--- src/lmtc_pkg.sv ---
// ----------------------------------------------------------------------------
// lmtc_pkg
// Shared types, timing constants and codes for the LCD mode/timing controller.
// ----------------------------------------------------------------------------
package lmtc_pkg;

  localparam int unsigned DOT_W      = 10;
  localparam int unsigned LINE_W     = 8;
  localparam int unsigned CYC_W      = 7;
  localparam int unsigned MODE_W     = 2;
  localparam int unsigned CFG_IDX_W  = 3;
  localparam int unsigned CFG_DATA_W = 8;

  // dot and line timing
  localparam logic [DOT_W-1:0]  DOTS_OAM    = 10'd80;
  localparam logic [DOT_W-1:0]  DOTS_DRAW   = 10'd172;
  localparam logic [DOT_W-1:0]  DOTS_HBLANK = 10'd204;
  localparam logic [DOT_W-1:0]  DOTS_LINE   = 10'd456;
  localparam logic [DOT_W-1:0]  DMA_LENGTH  = 10'd640;
  localparam logic [LINE_W-1:0] LINE_VBLANK = 8'd144;
  localparam logic [LINE_W-1:0] LINES_FRAME = 8'd154;

  // mode codes as seen on the result port
  localparam logic [MODE_W-1:0] MODE_HBLANK = 2'd0;
  localparam logic [MODE_W-1:0] MODE_VBLANK = 2'd1;
  localparam logic [MODE_W-1:0] MODE_OAM    = 2'd2;
  localparam logic [MODE_W-1:0] MODE_DRAW   = 2'd3;

  // configuration register indexes
  localparam logic [CFG_IDX_W-1:0] CFG_LCD_ENABLE   = 3'd0;
  localparam logic [CFG_IDX_W-1:0] CFG_LINE_COMPARE = 3'd1;
  localparam logic [CFG_IDX_W-1:0] CFG_SEL_HBLANK   = 3'd2;
  localparam logic [CFG_IDX_W-1:0] CFG_SEL_VBLANK   = 3'd3;
  localparam logic [CFG_IDX_W-1:0] CFG_SEL_OAM      = 3'd4;
  localparam logic [CFG_IDX_W-1:0] CFG_SEL_COINC    = 3'd5;

  typedef enum logic [3:0] {
    ST_HBLANK = 4'b0001,
    ST_VBLANK = 4'b0010,
    ST_OAM    = 4'b0100,
    ST_DRAW   = 4'b1000
  } lcd_state_t;

  typedef struct packed {
    logic              lcd_enable;
    logic [LINE_W-1:0] line_compare;
    logic              sel_hblank;
    logic              sel_vblank;
    logic              sel_oam;
    logic              sel_coinc;
  } cfg_t;

  typedef struct packed {
    logic             action;
    logic [CYC_W-1:0] cycles;
  } item_t;

  typedef struct packed {
    logic [MODE_W-1:0] mode;
    logic [LINE_W-1:0] line;
    logic              line_match;
    logic              vblank_irq;
    logic              stat_irq;
    logic              render_line;
    logic              dma_busy;
    logic              vram_open;
    logic              oam_open;
  } result_t;

  function automatic logic [MODE_W-1:0] mode_code(input lcd_state_t st);
    logic [MODE_W-1:0] code;
    case (st)
      ST_HBLANK: code = MODE_HBLANK;
      ST_VBLANK: code = MODE_VBLANK;
      ST_OAM:    code = MODE_OAM;
      ST_DRAW:   code = MODE_DRAW;
      default:   code = MODE_HBLANK;
    endcase
    return code;
  endfunction

endpackage

--- src/lmtc_cfg.sv ---
// ----------------------------------------------------------------------------
// lmtc_cfg
// Configuration register file, write-only, one register per index.
// ----------------------------------------------------------------------------
module lmtc_cfg import lmtc_pkg::*; (
  input  logic                  clk,
  input  logic                  rst_n,
  input  logic                  cfg_wr_en,
  input  logic [CFG_IDX_W-1:0]  cfg_index,
  input  logic [CFG_DATA_W-1:0] cfg_wdata,
  output cfg_t                  cfg
);

  cfg_t cfg_r;
  cfg_t cfg_nxt;

  always_comb begin
    cfg_nxt = cfg_r;
    if (cfg_wr_en) begin
      case (cfg_index)
        CFG_LCD_ENABLE:   cfg_nxt.lcd_enable   = cfg_wdata[0];
        CFG_LINE_COMPARE: cfg_nxt.line_compare = cfg_wdata[LINE_W-1:0];
        CFG_SEL_HBLANK:   cfg_nxt.sel_hblank   = cfg_wdata[0];
        CFG_SEL_VBLANK:   cfg_nxt.sel_vblank   = cfg_wdata[0];
        CFG_SEL_OAM:      cfg_nxt.sel_oam      = cfg_wdata[0];
        CFG_SEL_COINC:    cfg_nxt.sel_coinc    = cfg_wdata[0];
        default:          cfg_nxt = cfg_r;
      endcase
    end
  end

  always_ff @(posedge clk) begin
    if (!rst_n) begin
      cfg_r <= '0;
    end else begin
      cfg_r <= cfg_nxt;
    end
  end

  assign cfg = cfg_r;

endmodule

--- src/lmtc_in_reg.sv ---
// ----------------------------------------------------------------------------
// lmtc_in_reg
// Input register stage: holds one accepted transaction until it is stepped.
// ----------------------------------------------------------------------------
module lmtc_in_reg import lmtc_pkg::*; (
  input  logic             clk,
  input  logic             rst_n,
  input  logic             in_valid,
  output logic             in_ready,
  input  logic             in_action,
  input  logic [CYC_W-1:0] in_cycles,
  input  logic             step_en,
  output logic             item_vld,
  output item_t            item
);

  logic  vld_r;
  logic  vld_nxt;
  item_t item_r;
  logic  load;

  // slot frees up in the same cycle the held item is stepped
  assign in_ready = !vld_r || step_en;
  assign load     = in_valid && in_ready;

  always_comb begin
    vld_nxt = vld_r;
    if (load) begin
      vld_nxt = 1'b1;
    end else if (step_en) begin
      vld_nxt = 1'b0;
    end
  end

  always_ff @(posedge clk) begin
    if (!rst_n) begin
      vld_r <= 1'b0;
    end else begin
      vld_r <= vld_nxt;
    end
  end

  always_ff @(posedge clk) begin
    if (load) begin
      item_r.action <= in_action;
      item_r.cycles <= in_cycles;
    end
  end

  assign item_vld = vld_r;
  assign item     = item_r;

endmodule

--- src/lmtc_seq.sv ---
// ----------------------------------------------------------------------------
// lmtc_seq
// Mode/timing state and its single-step update; at most one mode change
// per transaction.
// ----------------------------------------------------------------------------
module lmtc_seq import lmtc_pkg::*; (
  input  logic    clk,
  input  logic    rst_n,
  input  cfg_t    cfg,
  input  logic    step_en,
  input  item_t   item,
  output result_t res
);

  lcd_state_t        state_r,  state_nxt;
  logic [DOT_W-1:0]  dot_r,    dot_nxt;
  logic [LINE_W-1:0] line_r,   line_nxt;
  logic              match_r,  match_nxt;
  logic [DOT_W-1:0]  dma_r,    dma_nxt;

  logic [DOT_W-1:0]  cyc_ext;
  logic [DOT_W-1:0]  dot_sum;
  logic [LINE_W-1:0] line_inc;
  logic              inc_match;
  logic              vb;
  logic              st;
  logic              rl;

  assign cyc_ext   = {{(DOT_W-CYC_W){1'b0}}, item.cycles};
  assign dot_sum   = dot_r + cyc_ext;
  assign line_inc  = line_r + 8'd1;
  assign inc_match = (line_inc == cfg.line_compare);

  always_comb begin
    state_nxt = state_r;
    dot_nxt   = dot_r;
    line_nxt  = line_r;
    match_nxt = match_r;
    dma_nxt   = dma_r;
    vb        = 1'b0;
    st        = 1'b0;
    rl        = 1'b0;
    if (item.action) begin
      dma_nxt = DMA_LENGTH;
    end else if (!cfg.lcd_enable) begin
      dot_nxt   = '0;
      line_nxt  = '0;
      state_nxt = ST_HBLANK;
    end else begin
      dma_nxt = (dma_r > cyc_ext) ? dma_r - cyc_ext : '0;
      dot_nxt = dot_sum;
      case (state_r)
        ST_OAM: begin
          if (dot_sum >= DOTS_OAM) begin
            dot_nxt   = dot_sum - DOTS_OAM;
            state_nxt = ST_DRAW;
          end
        end
        ST_DRAW: begin
          if (dot_sum >= DOTS_DRAW) begin
            dot_nxt   = dot_sum - DOTS_DRAW;
            state_nxt = ST_HBLANK;
            rl        = 1'b1;
            st        = cfg.sel_hblank;
          end
        end
        ST_HBLANK: begin
          if (dot_sum >= DOTS_HBLANK) begin
            dot_nxt   = dot_sum - DOTS_HBLANK;
            line_nxt  = line_inc;
            match_nxt = inc_match;
            if (line_inc == LINE_VBLANK) begin
              state_nxt = ST_VBLANK;
              vb        = 1'b1;
              st        = (inc_match && cfg.sel_coinc) || cfg.sel_vblank;
            end else begin
              state_nxt = ST_OAM;
              st        = (inc_match && cfg.sel_coinc) || cfg.sel_oam;
            end
          end
        end
        ST_VBLANK: begin
          if (dot_sum >= DOTS_LINE) begin
            dot_nxt   = dot_sum - DOTS_LINE;
            match_nxt = inc_match;
            // match is taken on the transient end-of-frame count too
            if (line_inc >= LINES_FRAME) begin
              line_nxt  = '0;
              state_nxt = ST_OAM;
              st        = (inc_match && cfg.sel_coinc) || cfg.sel_oam;
            end else begin
              line_nxt  = line_inc;
              st        = inc_match && cfg.sel_coinc;
            end
          end
        end
        default: state_nxt = state_r;
      endcase
    end
  end

  always_ff @(posedge clk) begin
    if (!rst_n) begin
      state_r <= ST_OAM;
      dot_r   <= '0;
      line_r  <= '0;
      match_r <= 1'b0;
      dma_r   <= '0;
    end else if (step_en) begin
      state_r <= state_nxt;
      dot_r   <= dot_nxt;
      line_r  <= line_nxt;
      match_r <= match_nxt;
      dma_r   <= dma_nxt;
    end
  end

  always_comb begin
    res.mode        = mode_code(state_nxt);
    res.line        = line_nxt;
    res.line_match  = match_nxt;
    res.vblank_irq  = vb;
    res.stat_irq    = st;
    res.render_line = rl;
    res.dma_busy    = (dma_nxt != '0);
    res.vram_open   = (state_nxt != ST_DRAW) && (dma_nxt == '0);
    res.oam_open    = (state_nxt == ST_HBLANK) || (state_nxt == ST_VBLANK);
  end

endmodule

--- src/lmtc_out_reg.sv ---
// ----------------------------------------------------------------------------
// lmtc_out_reg
// Result register: holds one result until the consumer takes it.
// ----------------------------------------------------------------------------
module lmtc_out_reg import lmtc_pkg::*; (
  input  logic    clk,
  input  logic    rst_n,
  input  logic    load,
  input  result_t res,
  output logic    slot_free,
  output logic    out_valid,
  input  logic    out_ready,
  output result_t out_res
);

  logic    vld_r;
  logic    vld_nxt;
  result_t res_r;

  assign slot_free = !vld_r || out_ready;

  always_comb begin
    vld_nxt = vld_r;
    if (load) begin
      vld_nxt = 1'b1;
    end else if (out_ready) begin
      vld_nxt = 1'b0;
    end
  end

  always_ff @(posedge clk) begin
    if (!rst_n) begin
      vld_r <= 1'b0;
    end else begin
      vld_r <= vld_nxt;
    end
  end

  always_ff @(posedge clk) begin
    if (load) begin
      res_r <= res;
    end
  end

  assign out_valid = vld_r;
  assign out_res   = res_r;

endmodule

--- src/lcd_mode_timing_controller.sv ---
// ----------------------------------------------------------------------------
// lcd_mode_timing_controller
// LCD mode/timing sequencer: OAM scan, drawing, hblank, vblank, line count,
// line compare, interrupt pulses, OAM DMA countdown and access flags.
// ----------------------------------------------------------------------------
// Path: an accepted transaction is stepped from the input reg into the result
//   reg, which raises out_valid; a full result reg holds it in the input reg.
// Throughput: 1 transaction per cycle while out_ready is high; one pass of adds
//   and compares on the 10-bit dot counter sits between input and result regs.
// Reset: synchronous, active low; both stages empty, mode OAM scan, line 0,
//   counters and configuration cleared. No clearing pass.
module lcd_mode_timing_controller import lmtc_pkg::*; (
  input  logic                  clk,
  input  logic                  rst_n,
  input  logic                  in_valid,
  output logic                  in_ready,
  input  logic                  in_action,
  input  logic [CYC_W-1:0]      in_cycles,
  output logic                  out_valid,
  input  logic                  out_ready,
  output logic [MODE_W-1:0]     out_mode,
  output logic [LINE_W-1:0]     out_line,
  output logic                  out_line_match,
  output logic                  out_vblank_irq,
  output logic                  out_stat_irq,
  output logic                  out_render_line,
  output logic                  out_dma_busy,
  output logic                  out_vram_open,
  output logic                  out_oam_open,
  input  logic                  cfg_wr_en,
  input  logic [CFG_IDX_W-1:0]  cfg_index,
  input  logic [CFG_DATA_W-1:0] cfg_wdata
);

  cfg_t    cfg;
  item_t   item;
  logic    item_vld;
  logic    slot_free;
  logic    step_en;
  result_t res;
  result_t out_res;

  assign step_en = item_vld && slot_free;

  lmtc_cfg u_cfg (
    .clk       (clk),
    .rst_n     (rst_n),
    .cfg_wr_en (cfg_wr_en),
    .cfg_index (cfg_index),
    .cfg_wdata (cfg_wdata),
    .cfg       (cfg)
  );

  lmtc_in_reg u_in_reg (
    .clk       (clk),
    .rst_n     (rst_n),
    .in_valid  (in_valid),
    .in_ready  (in_ready),
    .in_action (in_action),
    .in_cycles (in_cycles),
    .step_en   (step_en),
    .item_vld  (item_vld),
    .item      (item)
  );

  lmtc_seq u_seq (
    .clk     (clk),
    .rst_n   (rst_n),
    .cfg     (cfg),
    .step_en (step_en),
    .item    (item),
    .res     (res)
  );

  lmtc_out_reg u_out_reg (
    .clk       (clk),
    .rst_n     (rst_n),
    .load      (step_en),
    .res       (res),
    .slot_free (slot_free),
    .out_valid (out_valid),
    .out_ready (out_ready),
    .out_res   (out_res)
  );

  assign out_mode        = out_res.mode;
  assign out_line        = out_res.line;
  assign out_line_match  = out_res.line_match;
  assign out_vblank_irq  = out_res.vblank_irq;
  assign out_stat_irq    = out_res.stat_irq;
  assign out_render_line = out_res.render_line;
  assign out_dma_busy    = out_res.dma_busy;
  assign out_vram_open   = out_res.vram_open;
  assign out_oam_open    = out_res.oam_open;

endmodule

--- config.mk ---
export PLATFORM = sky130hd
export DESIGN_NAME = lcd_mode_timing_controller
export DESIGN_NICKNAME = d
export VERILOG_FILES = /design/src/lmtc_pkg.sv /design/src/lmtc_cfg.sv /design/src/lmtc_in_reg.sv /design/src/lmtc_seq.sv /design/src/lmtc_out_reg.sv /design/src/lcd_mode_timing_controller.sv
export SDC_FILE = /design/constraint.sdc
export NUM_CORES = 1
export LEC_CHECK = 0
export ABC_CLOCK_PERIOD_IN_PS = 9720
export BUFFER_PORTS_ARGS = -buffer_cell sky130_fd_sc_hd__buf_2
export CAP_MARGIN = 20
export CORE_UTILIZATION = 55
export CTS_CLUSTER_DIAMETER = 30
export DETAILED_ROUTE_END_ITERATION = 10
export PLACE_DENSITY = 0.82
export SLEW_MARGIN = 30
export SYNTH_ARGS = -nofsm -noshare
export SYNTH_HDL_FRONTEND = slang
export SYNTH_SLANG_ARGS = --single-unit
--- constraint.sdc ---
create_clock -name clk -period 9.72 [get_ports clk]
set_input_delay 0.972 -clock clk [delete_from_list [all_inputs] [get_ports clk]]
set_output_delay 0.972 -clock clk [all_outputs]
set_load 0.05 [all_outputs]
==> results of run 1 <==
==> worst reg2reg max path: cells and delay by family, from the launching register on <==
family,cells,cell delay (ns)
buffers and inverters,2,0.24
adders and majority gates,3,0.86
DFF,1,0.37
xor gates and xnor gates,1,0.32
and+or+nand+nor,4,0.70
AOI/OAI and AO/OA,5,2.02
==> worst paths after layout <==
check / startpoint / end / slack [ns] / cells after the start
worst min-delay path: u_seq.dma_r[4] / u_seq.dma_r[4] / 0.48 / 2
worst min register to register: u_seq.dma_r[4] / u_seq.dma_r[4] / 0.48 / 2
worst max register to register: u_in_reg.item[0] / u_out_reg.out_res[4] / 4.94 / 15
worst max-delay path: u_in_reg.item[0] / u_out_reg.out_res[4] / 4.94 / 15
==> cell families (layout without fill, tap and decap cells) <==
logic type / Yosys count / after routing / synth area share, %
xor+xnor: 37 / 37 / 6.790
simple gates: 212 / 212 / 20.56
buf+inv: 58 / 94 / 4.340
mux: 15 / 15 / 2.934
fa+ha+maj: 26 / 26 / 6.596
compound gates: 191 / 191 / 25.61
flops: 73 / 73 / 33.17
==> metrics by stage <==
step | cells | utilization, % | total power (W)
floorplan | 612 | - | 0.0004079
global placement | 740 | 61.38 | 0.0004355
detailed placement | 740 | 61.48 | 0.0004379
CTS | 756 | 64.03 | 0.0007119
global route | 756 | 64.03 | 0.0007338
finish | 756 | 64.03 | 0.0007122
==> power by group <==
| part | switching [W] | internal (W) |
|---|---|---|
| clock | 0.000131 | 0.000148 |
| sequential | 0.00000777 | 0.000324 |
| combinational | 0.0000681 | 0.0000332 |
| total | 0.000207 | 0.000505 |
==> area by class of cell <==
class                   instances  area [µm²]
inverters                      29       111.4
clock inverters                 7       102.6
clock buffers                   9       123.9
flip-flops and latches         73        1712
fillers                       778        3198
repair buffers                 49       262.8
multi-input cells             481        3246
well taps                     108       135.1
==> registers in the layout, indices dropped and copies added (netlist names) <==
register	flops
u_seq.dma_r	10
u_out_reg.out_res	17
u_out_reg.out_valid	1
u_seq.state_r	4
u_seq.match_r	1
u_in_reg.item_vld	1
u_cfg.cfg	13
u_seq.line_r	8
u_seq.dot_r	10
u_in_reg.item	8
==> cell usage in the layout, fill, tap and decap left out, types with 4 or more instances in the layout <==
cell type,count
mux2i_1,14
or2_2,4
a31oi_1,15
o31ai_1,4
a21oi_1,46
a211oi_1,6
clkbuf_8,9
nor2b_1,8
inv_1,25
dfxtp_1,48
buf_2,42
or3_1,5
a22o_1,4
o211ai_1,8
and3_1,8
a22oi_1,6
nor4_1,7
a311oi_1,6
edfxtp_1,25
ha_1,24
nand3_1,19
nor2_1,62
buf_4,7
xor2_1,15
and2_1,4
nand2_1,54
a21o_1,5
a32oi_1,4
nor3_1,8
o21ai_0,38
nand4_1,4
nand2b_1,6
xnor2_1,20
==> per-layer routing <==
metal  track usage [%]  up-vias  part of all wire [%]
li1                  -     2343                     -
met1             44.50     2327                    45
met2             49.87      243                    45
met3             5.674       30                   8.2
met4             10.10        0                   1.9
met5                 0        -                     0
==> flow_summary.toml, run 1 <==
[synth]
yosys-top-cells-area = "dfxtp_1, edfxtp_1, ha_1, nor2_1, a21oi_1"
yosys_warnings = 0
yosysTopAreaCell = "dfxtp_1"
synth_top_area_share_pct = 18.62
netlist_top_cells_count = "nor2_1, nand2_1, dfxtp_1"
async_flop_share_pct = 0
synth_nets = 662
yosysSeqAreaShare_pct = 33.17
synth_area_um2 = 5160
ys.flop_type = "dfxtp_1"
synth_cell_types = 81
synth-edff-count = 25
yosys.cell_count.top_type = "nor2_1"
ys_seq_elements = 73
avgSynthCellArea_um2 = 8.431
synthCells = 612

[floorplan]
io_pins = 43
floorplan.initialDensity_pct = 58.04
die_y_um = 98.86
dieArea_um2 = 9773
rows = 34
coreArea_um2 = 8891
die_x_um = 98.86

[power]
vdd_drop_max_mv = 0.06397
powerDensity_nw_per_um2 = 125.1
power.static_leakage_nw = 2.135

[global_route]
grt_overflow = 0
grt_pass1_vias = 4710
grtUsageTotal_pct = 31.82
grt_pass1_wl_um = 24240
grt_max_degree = 35
antenna_found_initial = 0

[sta]
hold_viol = 0
fin_skew_ns = 0.01252
period_share_pct = 49.14
holdWs_ns = 0.4831
tns_ns = 0
rsz0062_at_grt = "false"
worstMarginPinSlew_ns = 0.9636
min_period_ns = 4.776
fmax_ghz = 0.2094
slew_headroom_pct = 35.76
slew_violations = 0
finalSetupViolations = 0
setup_ws_ns = 4.944

[clock_network]
cts.sinks = 73
htreeDepth = 3
cts-root-buf = "clkbuf_8"
cts_tree = "yes"
cts.reportedPaths.clkPinSlew_ns = 0.09
postCtsResizedCells = 0
clockBufferDepth = 2
clock_latency_ns = 0.36
numCtsBuffers = 9
cts_hold_buf = 0
cts_setup_buffers = 0

[route]
wl_per_cell_um = 19.84
firstDrtPassIters = 5
drc = 0
vias = 4943
viasPerCell = 6.538
routed_wl_um = 15000
ant_nets = 0
drt_iter0_drc = 461

[worst_hold_path]
min_path_type = "flip-flop to flip-flop"

[status]
status = "finished, final reports clean"

[setup_path]
worstPathCellList = "ha_1, inv_1, fa_1, nor2b_1, o31a_1, xor2_2, inv_2, ha_1, and4b_1, a2111o_1, a31o_2, o221ai_1, nor3_1, a211oi_1, nor4_1"
worstPathArrival_ns = 4.86
crit_fanout = 11
cp_num_buf_inv = 2
crit_top_cell = "ha_1"
crit_slowest_cell = "o221ai_1"
crit_required_ns = 9.80
cp_top_family = "compound AO/OA/AOI/OAI gates"
critPathKind = "flip-flop to flip-flop"
worst_setup_path_start_kind = "flip-flop"
slowest_delay_ns = 0.75
end_kind = "flip-flop"

[place]
place.gp.congestion = 0.9458
dpl-instance-area_um2 = 5466
dp_hpwl_um = 11110
numPortBuffers = 42
pre_cts_ws_ns = 5.145

[finish]
diodes = 0
final_nets = 693
final_area_um2 = 5693
area_growth_pct = 10.33
drive_above_1_share_pct = 13.89

[flow_run]
cap_violations = 0
(Power assumes the default switching activity.)
==> run 2, diff against run 1 <==
--- a/config.mk
+++ b/config.mk
@@ -5,13 +5,13 @@
 export SDC_FILE = /design/constraint.sdc
 export NUM_CORES = 1
 export LEC_CHECK = 0
-export ABC_CLOCK_PERIOD_IN_PS = 9720
+export ABC_CLOCK_PERIOD_IN_PS = 4200
 export BUFFER_PORTS_ARGS = -buffer_cell sky130_fd_sc_hd__buf_2
 export CAP_MARGIN = 20
 export CORE_UTILIZATION = 55
 export CTS_CLUSTER_DIAMETER = 30
 export DETAILED_ROUTE_END_ITERATION = 10
-export PLACE_DENSITY = 0.82
+export PLACE_DENSITY = 0.85
 export SLEW_MARGIN = 30
 export SYNTH_ARGS = -nofsm -noshare
 export SYNTH_HDL_FRONTEND = slang
==> constraint.sdc (replaced) <==
create_clock -name clk -period 4.2 [get_ports clk]
set_input_delay 0.42 -clock clk [delete_from_list [all_inputs] [get_ports clk]]
set_output_delay 0.42 -clock clk [all_outputs]
set_load 0.05 [all_outputs]
==> run 2 against run 1 <==
Effect of this change: first-iteration DRC count down 19%; total power increased by 120%; global-route usage decreased by 0.69 points; largest power group unchanged; clock-buffer cell count is 2 higher; critical endpoint is now u_out_reg.out_res[1]; critical path depth unchanged; routed wire length down 0.87%; worst hold slack lost 0.25 ns; sequential power up 130%; register-to-register slack lost 4.8 ns; sequential cell count unchanged.
==> flow_summary.toml, run 2 (synthesis results as in run 1) <==
[status]
status = "finished, final reports clean"

[sta]
period_share_pct = 97.26
worstMarginPinSlew_ns = 0.8509
fin_skew_ns = 0.01170
finalSetupViolations = 0
rsz0062_at_grt = "false"
tns_ns = 0
fmax_ghz = 0.2448
slew_violations = 0
slew_headroom_pct = 43.14
min_period_ns = 4.085
hold_viol = 0
holdWs_ns = 0.2341

[finish]
final_nets = 707
drive_above_1_share_pct = 16.16
mostFrequentLayoutCells = "nor2_1, nand2_1, dfxtp_1, a21oi_1, buf_2"
largest_reg_flops = 17
diodes = 0
final_area_um2 = 5773
area_growth_pct = 11.88
mostFrequentLayoutCell = "nor2_1"

[clock_network]
cts_hold_buf = 0
cts.reportedPaths.clkPinSlew_ns = 0.08
numCtsBuffers = 9
cts.sinks = 73
clockBufferDepth = 2
cts-root-buf = "clkbuf_8"
htreeDepth = 3
cts_tree = "yes"
clock_latency_ns = 0.36

[flow_run]
cap_violations = 0

[power]
pwr-share-seq_pct = 49.5
vdd_drop_max_mv = 0.1586
swShare_pct = 29.92
p_clk_share_pct = 34.8
power_frac_comb_pct = 15.7
powerDensity_nw_per_um2 = 268.3
power.static_leakage_nw = 2.187
p_int_w = 0.001085
net-switching-power_w = 0.0004635

[setup_path]
crit_slowest_cell = "a2111o_1"
slowest_delay_ns = 0.43
worstPathArrival_ns = 4.19
rrSetupSlack_ns = 0.12
r2r-start = "u_in_reg.item[0]"
worst_setup_path_start_kind = "flip-flop"
end_kind = "flip-flop"
crit_fanout = 5
r2r_end = "u_out_reg.out_res[1]"
critPathKind = "flip-flop to flip-flop"
worstPathCellList = "ha_2, inv_1, fa_1, nor2b_2, o31a_1, xor2_2, inv_2, ha_1, and4b_1, a2111o_1, a31o_2, a32oi_2, a21oi_2, or2_0, o311a_1"
cp-startpoint = "u_in_reg.item[0]"
worstRegToRegCells = 15
crit_required_ns = 4.30
worstSetupEndpoint = "u_out_reg.out_res[1]"

[route]
ant_nets = 0
routed_wl_um = 14870
viasPerCell = 6.597
wl_per_cell_um = 19.31
drt_iter0_drc = 375
firstDrtPassIters = 5
drc = 0
vias = 5080

[global_route]
grt_pass1_wl_um = 23830
grt_pass1_vias = 4653
antenna_found_initial = 0
grtUsageTotal_pct = 31.13
grt_overflow = 0
grt_max_degree = 35

[floorplan]
dieArea_um2 = 9773
die_y_um = 98.86
io_pins = 43
die_x_um = 98.86
floorplan.initialDensity_pct = 58.04
coreArea_um2 = 8891
rows = 34

[place]
dp_hpwl_um = 11120
place.gp.congestion = 1.058
numPortBuffers = 42
dpl-instance-area_um2 = 5558

[worst_hold_path]
min_path_type = "input port to flip-flop"
==> run 2: metrics by stage <==
stage / total power (W) / util [%] / setup slack (ns) / std cells
6_report: 0.001549 / 64.93 / 0.1152 / 770
3_5_place_dp: 0.001020 / 62.51 / 0.1190 / 752
4_1_cts: 0.001554 / 64.65 / 0.08459 / 768
2_1_floorplan: 0.0009440 / - / 0.3245 / 612
5_1_grt: 0.001604 / 64.93 / 0.01207 / 770
3_3_place_gp: 0.001015 / 62.33 / 0.2386 / 752
==> run 2: final cells by class <==
cell class	count	area, µm²
fillers	725	3118
well taps	108	135.1
clock inverters	5	37.54
repair buffers	63	367.9
multi-input cells	481	3257
flip-flops and latches	73	1712
inverters	29	111.4
clock buffers	11	152.6
==> run 2: repair_timing <==
item	CTS	global route
endpoints found under the hold margin	0	0
resized for setup	0	3
buffers inserted	0	2
setup endpoints to repair	0	19
==> run 2: critical path, delay by kind of cell (launching register included) <==
kind	cells	cell delay (ns)
AOI/OAI and AO/OA	6	1.67
xor gates and xnor gates	1	0.21
adders and majority gates	3	0.86
buffers and inverters	2	0.12
DFF	1	0.38
and+or+nand+nor	3	0.61
==> run 2: layer usage <==
layer | GRT usage [%] | vias to the layer above | wire [µm]
li1 | - | 2356 | -
met3 | 6.383 | 51 | 1238
met4 | 11.83 | 0 | 447
met5 | 0 | - | 0
met2 | 49.11 | 282 | 6663
met1 | 42.06 | 2391 | 6518
==> run 2: worst min-delay path by stage <==
| stage | startpoint | end | slack [ns] | cells past startpoint |
|---|---|---|---|---|
| floorplan | u_seq.match_r | u_seq.match_r | 0.45 | 2 |
| global placement | u_seq.match_r | u_seq.match_r | 0.46 | 2 |
| detailed placement | u_seq.match_r | u_seq.match_r | 0.46 | 2 |
| CTS | in_cycles[2] | u_in_reg.item[2] | 0.22 | 1 |
| global route | in_cycles[2] | u_in_reg.item[2] | 0.23 | 1 |
| finish | in_cycles[2] | u_in_reg.item[2] | 0.23 | 1 |
==> run 2: power by group through the flow <==
stage | clock network, W | registers [W] | logic [W]
after floorplan | 0 | 0.000804 | 0.000140
after global placement | 0 | 0.000782 | 0.000233
after detailed placement | 0 | 0.000783 | 0.000237
after CTS | 0.000550 | 0.000767 | 0.000238
after global routing | 0.000575 | 0.000769 | 0.000260
final | 0.000539 | 0.000767 | 0.000243
==> run 3, diff against run 2 <==
--- a/config.mk
+++ b/config.mk
@@ -11,7 +11,7 @@
 export CORE_UTILIZATION = 55
 export CTS_CLUSTER_DIAMETER = 30
 export DETAILED_ROUTE_END_ITERATION = 10
-export PLACE_DENSITY = 0.85
+export PLACE_DENSITY = 0.81
 export SLEW_MARGIN = 30
 export SYNTH_ARGS = -nofsm -noshare
 export SYNTH_HDL_FRONTEND = slang
==> run 3 against run 2 <==
Effect of this change: critical path depth stayed put; largest cell class unchanged; via count is 1.5% lower; worst hold slack better by 0.011 ns; critical endpoint unchanged; routed wire length is 2.2% lower; global-route usage is 0.46 points lower; sequential share of layout area is 0.058 points lower; sequential power hardly changed; largest power group unchanged; first-iteration DRC count is 1.6% lower.
==> flow_summary.toml, run 3 (synthesis results as in run 1) <==
[clock_network]
numCtsBuffers = 9
cts.sinks = 73
clockBufferDepth = 2
clock_latency_ns = 0.35
cts-root-buf = "clkbuf_8"
cts_tree = "yes"
cts_hold_buf = 0
htreeDepth = 3
cts.reportedPaths.clkPinSlew_ns = 0.08

[setup_path]
r2r_end = "u_out_reg.out_res[1]"
crit_fanout = 5
rrSetupSlack_ns = 0.1
end_kind = "flip-flop"
slowest_delay_ns = 0.43
critPathKind = "flip-flop to flip-flop"
cp_num_buf_inv = 2
r2r-start = "u_in_reg.item[0]"
crit_required_ns = 4.29
worstPathCellList = "ha_2, inv_1, fa_1, nor2b_2, o31a_1, xor2_4, inv_2, ha_1, and4b_1, a2111o_1, a31o_2, a32oi_2, a21oi_2, or2_0, o311a_1"
worstRegToRegCells = 15
path_depth = 15
crit_slowest_cell = "fa_1"
cp_top_family = "compound AO/OA/AOI/OAI gates"
worstPathArrival_ns = 4.19
worst_setup_path_start_kind = "flip-flop"

[global_route]
grt_max_degree = 35
grt_pass1_wl_um = 23590
grtUsageTotal_pct = 30.67
grt_pass1_vias = 4627
grt_overflow = 0
antenna_found_initial = 0

[place]
numPortBuffers = 42
dpl-instance-area_um2 = 5543
place.gp.congestion = 1.104
dp_hpwl_um = 10770
pre_cts_ws_ns = 0.01993

[power]
powerDensity_nw_per_um2 = 271.9
p_int_w = 0.001122
swShare_pct = 28.63
total_power_w = 0.001573
power.static_leakage_nw = 2.198
pwr-share-seq_pct = 48.8
net-switching-power_w = 0.0004502
vdd_drop_max_mv = 0.1834
power_frac_comb_pct = 15.3
p_clk_share_pct = 35.9

[route]
drt_iter0_drc = 369
viasPerCell = 6.505
wl_per_cell_um = 18.90
drc = 0
firstDrtPassIters = 5
routed_wl_um = 14530
vias = 5002
ant_nets = 0

[finish]
final_nets = 706
largest_reg_flops = 17
multi_input_area_um2 = 3269
diodes = 0
fillers = 773
mostFrequentLayoutCell = "nor2_1"
final_area_um2 = 5784
seqCellArea_um2 = 1712
mostFrequentLayoutCells = "nor2_1, nand2_1, dfxtp_1, a21oi_1, buf_2"
area_growth_pct = 12.10
fin_util_pct = 65.06
drive_above_1_share_pct = 16.04

[worst_hold_path]
min_path_type = "input port to flip-flop"
hold_depth = 1
hold-path-endpoint = "u_in_reg.item[4]"
min_from = "in_cycles[4]"

[sta]
setup_ws_ns = 0.09846
hold_viol = 0
tns_ns = 0
slew_headroom_pct = 43.81
period_share_pct = 97.66
min_period_ns = 4.102
rsz0062_at_grt = "false"
fmax_ghz = 0.2438
worstMarginPinSlew_ns = 0.8408
slew_violations = 0
fin_skew_ns = 0.01184
finalSetupViolations = 0

[floorplan]
coreArea_um2 = 8891
io_pins = 43
die_y_um = 98.86
floorplan.initialDensity_pct = 58.04
die_x_um = 98.86
rows = 34
dieArea_um2 = 9773

[flow_run]
cap_violations = 0

[status]
status = "finished, final reports clean"
## run 3: stage by stage
| step | hold slack (ns) | cells |
|---|---|---|
| 3_3_place_gp | 0.4599 | 751 |
| 5_1_grt | 0.2351 | 769 |
| 2_1_floorplan | 0.4459 | 612 |
| 4_1_cts | 0.2369 | 767 |
| 6_report | 0.2447 | 769 |
| 3_5_place_dp | 0.4744 | 751 |
## run 3: final cells by class
class	count	share of cell area, %
clock buffer	11	2.444
clock inverter	5	0.9518
inverter	29	1.925
multi-input combinational	481	56.52
sequential	73	29.59
tap	108	2.336
timing repair buffer	62	6.230
## run 3: worst max path at each step
stage	from	to	slack (ns)
after detailed placement	u_in_reg.item[0]	u_out_reg.out_res[1]	0.02
after floorplan	u_in_reg.item[0]	u_out_reg.out_res[1]	0.32
after global placement	u_in_reg.item[0]	u_out_reg.out_res[1]	0.22
after CTS	u_in_reg.item[0]	u_out_reg.out_res[1]	0.005
after global routing	u_in_reg.item[0]	u_out_reg.out_res[1]	0.007
final	u_in_reg.item[0]	u_out_reg.out_res[1]	0.1
## run 3: what timing repair did
item,4_1_cts,5_1_grt
endpoints found under the setup margin,0,21
setup buffers,0,2
endpoints found under the hold margin,0,0
gates resized for setup,0,4
## run 3: power groups by stage
stage          combinational (W)  clock, W  sequential [W]
2_1_floorplan           0.000140         0        0.000804
3_3_place_gp            0.000228         0        0.000783
3_5_place_dp            0.000233         0        0.000784
4_1_cts                 0.000235  0.000571        0.000767
5_1_grt                 0.000257  0.000600        0.000771
6_report                0.000241  0.000564        0.000768
## run 3: routing by layer
layer  track usage (%)  vias up  wire length [µm]
met2             48.90      260              6502
met3             5.745       37              1218
met1             41.45     2342              6413
met5                 0        -                 0
li1                  -     2363                 -
met4             11.25        0               399
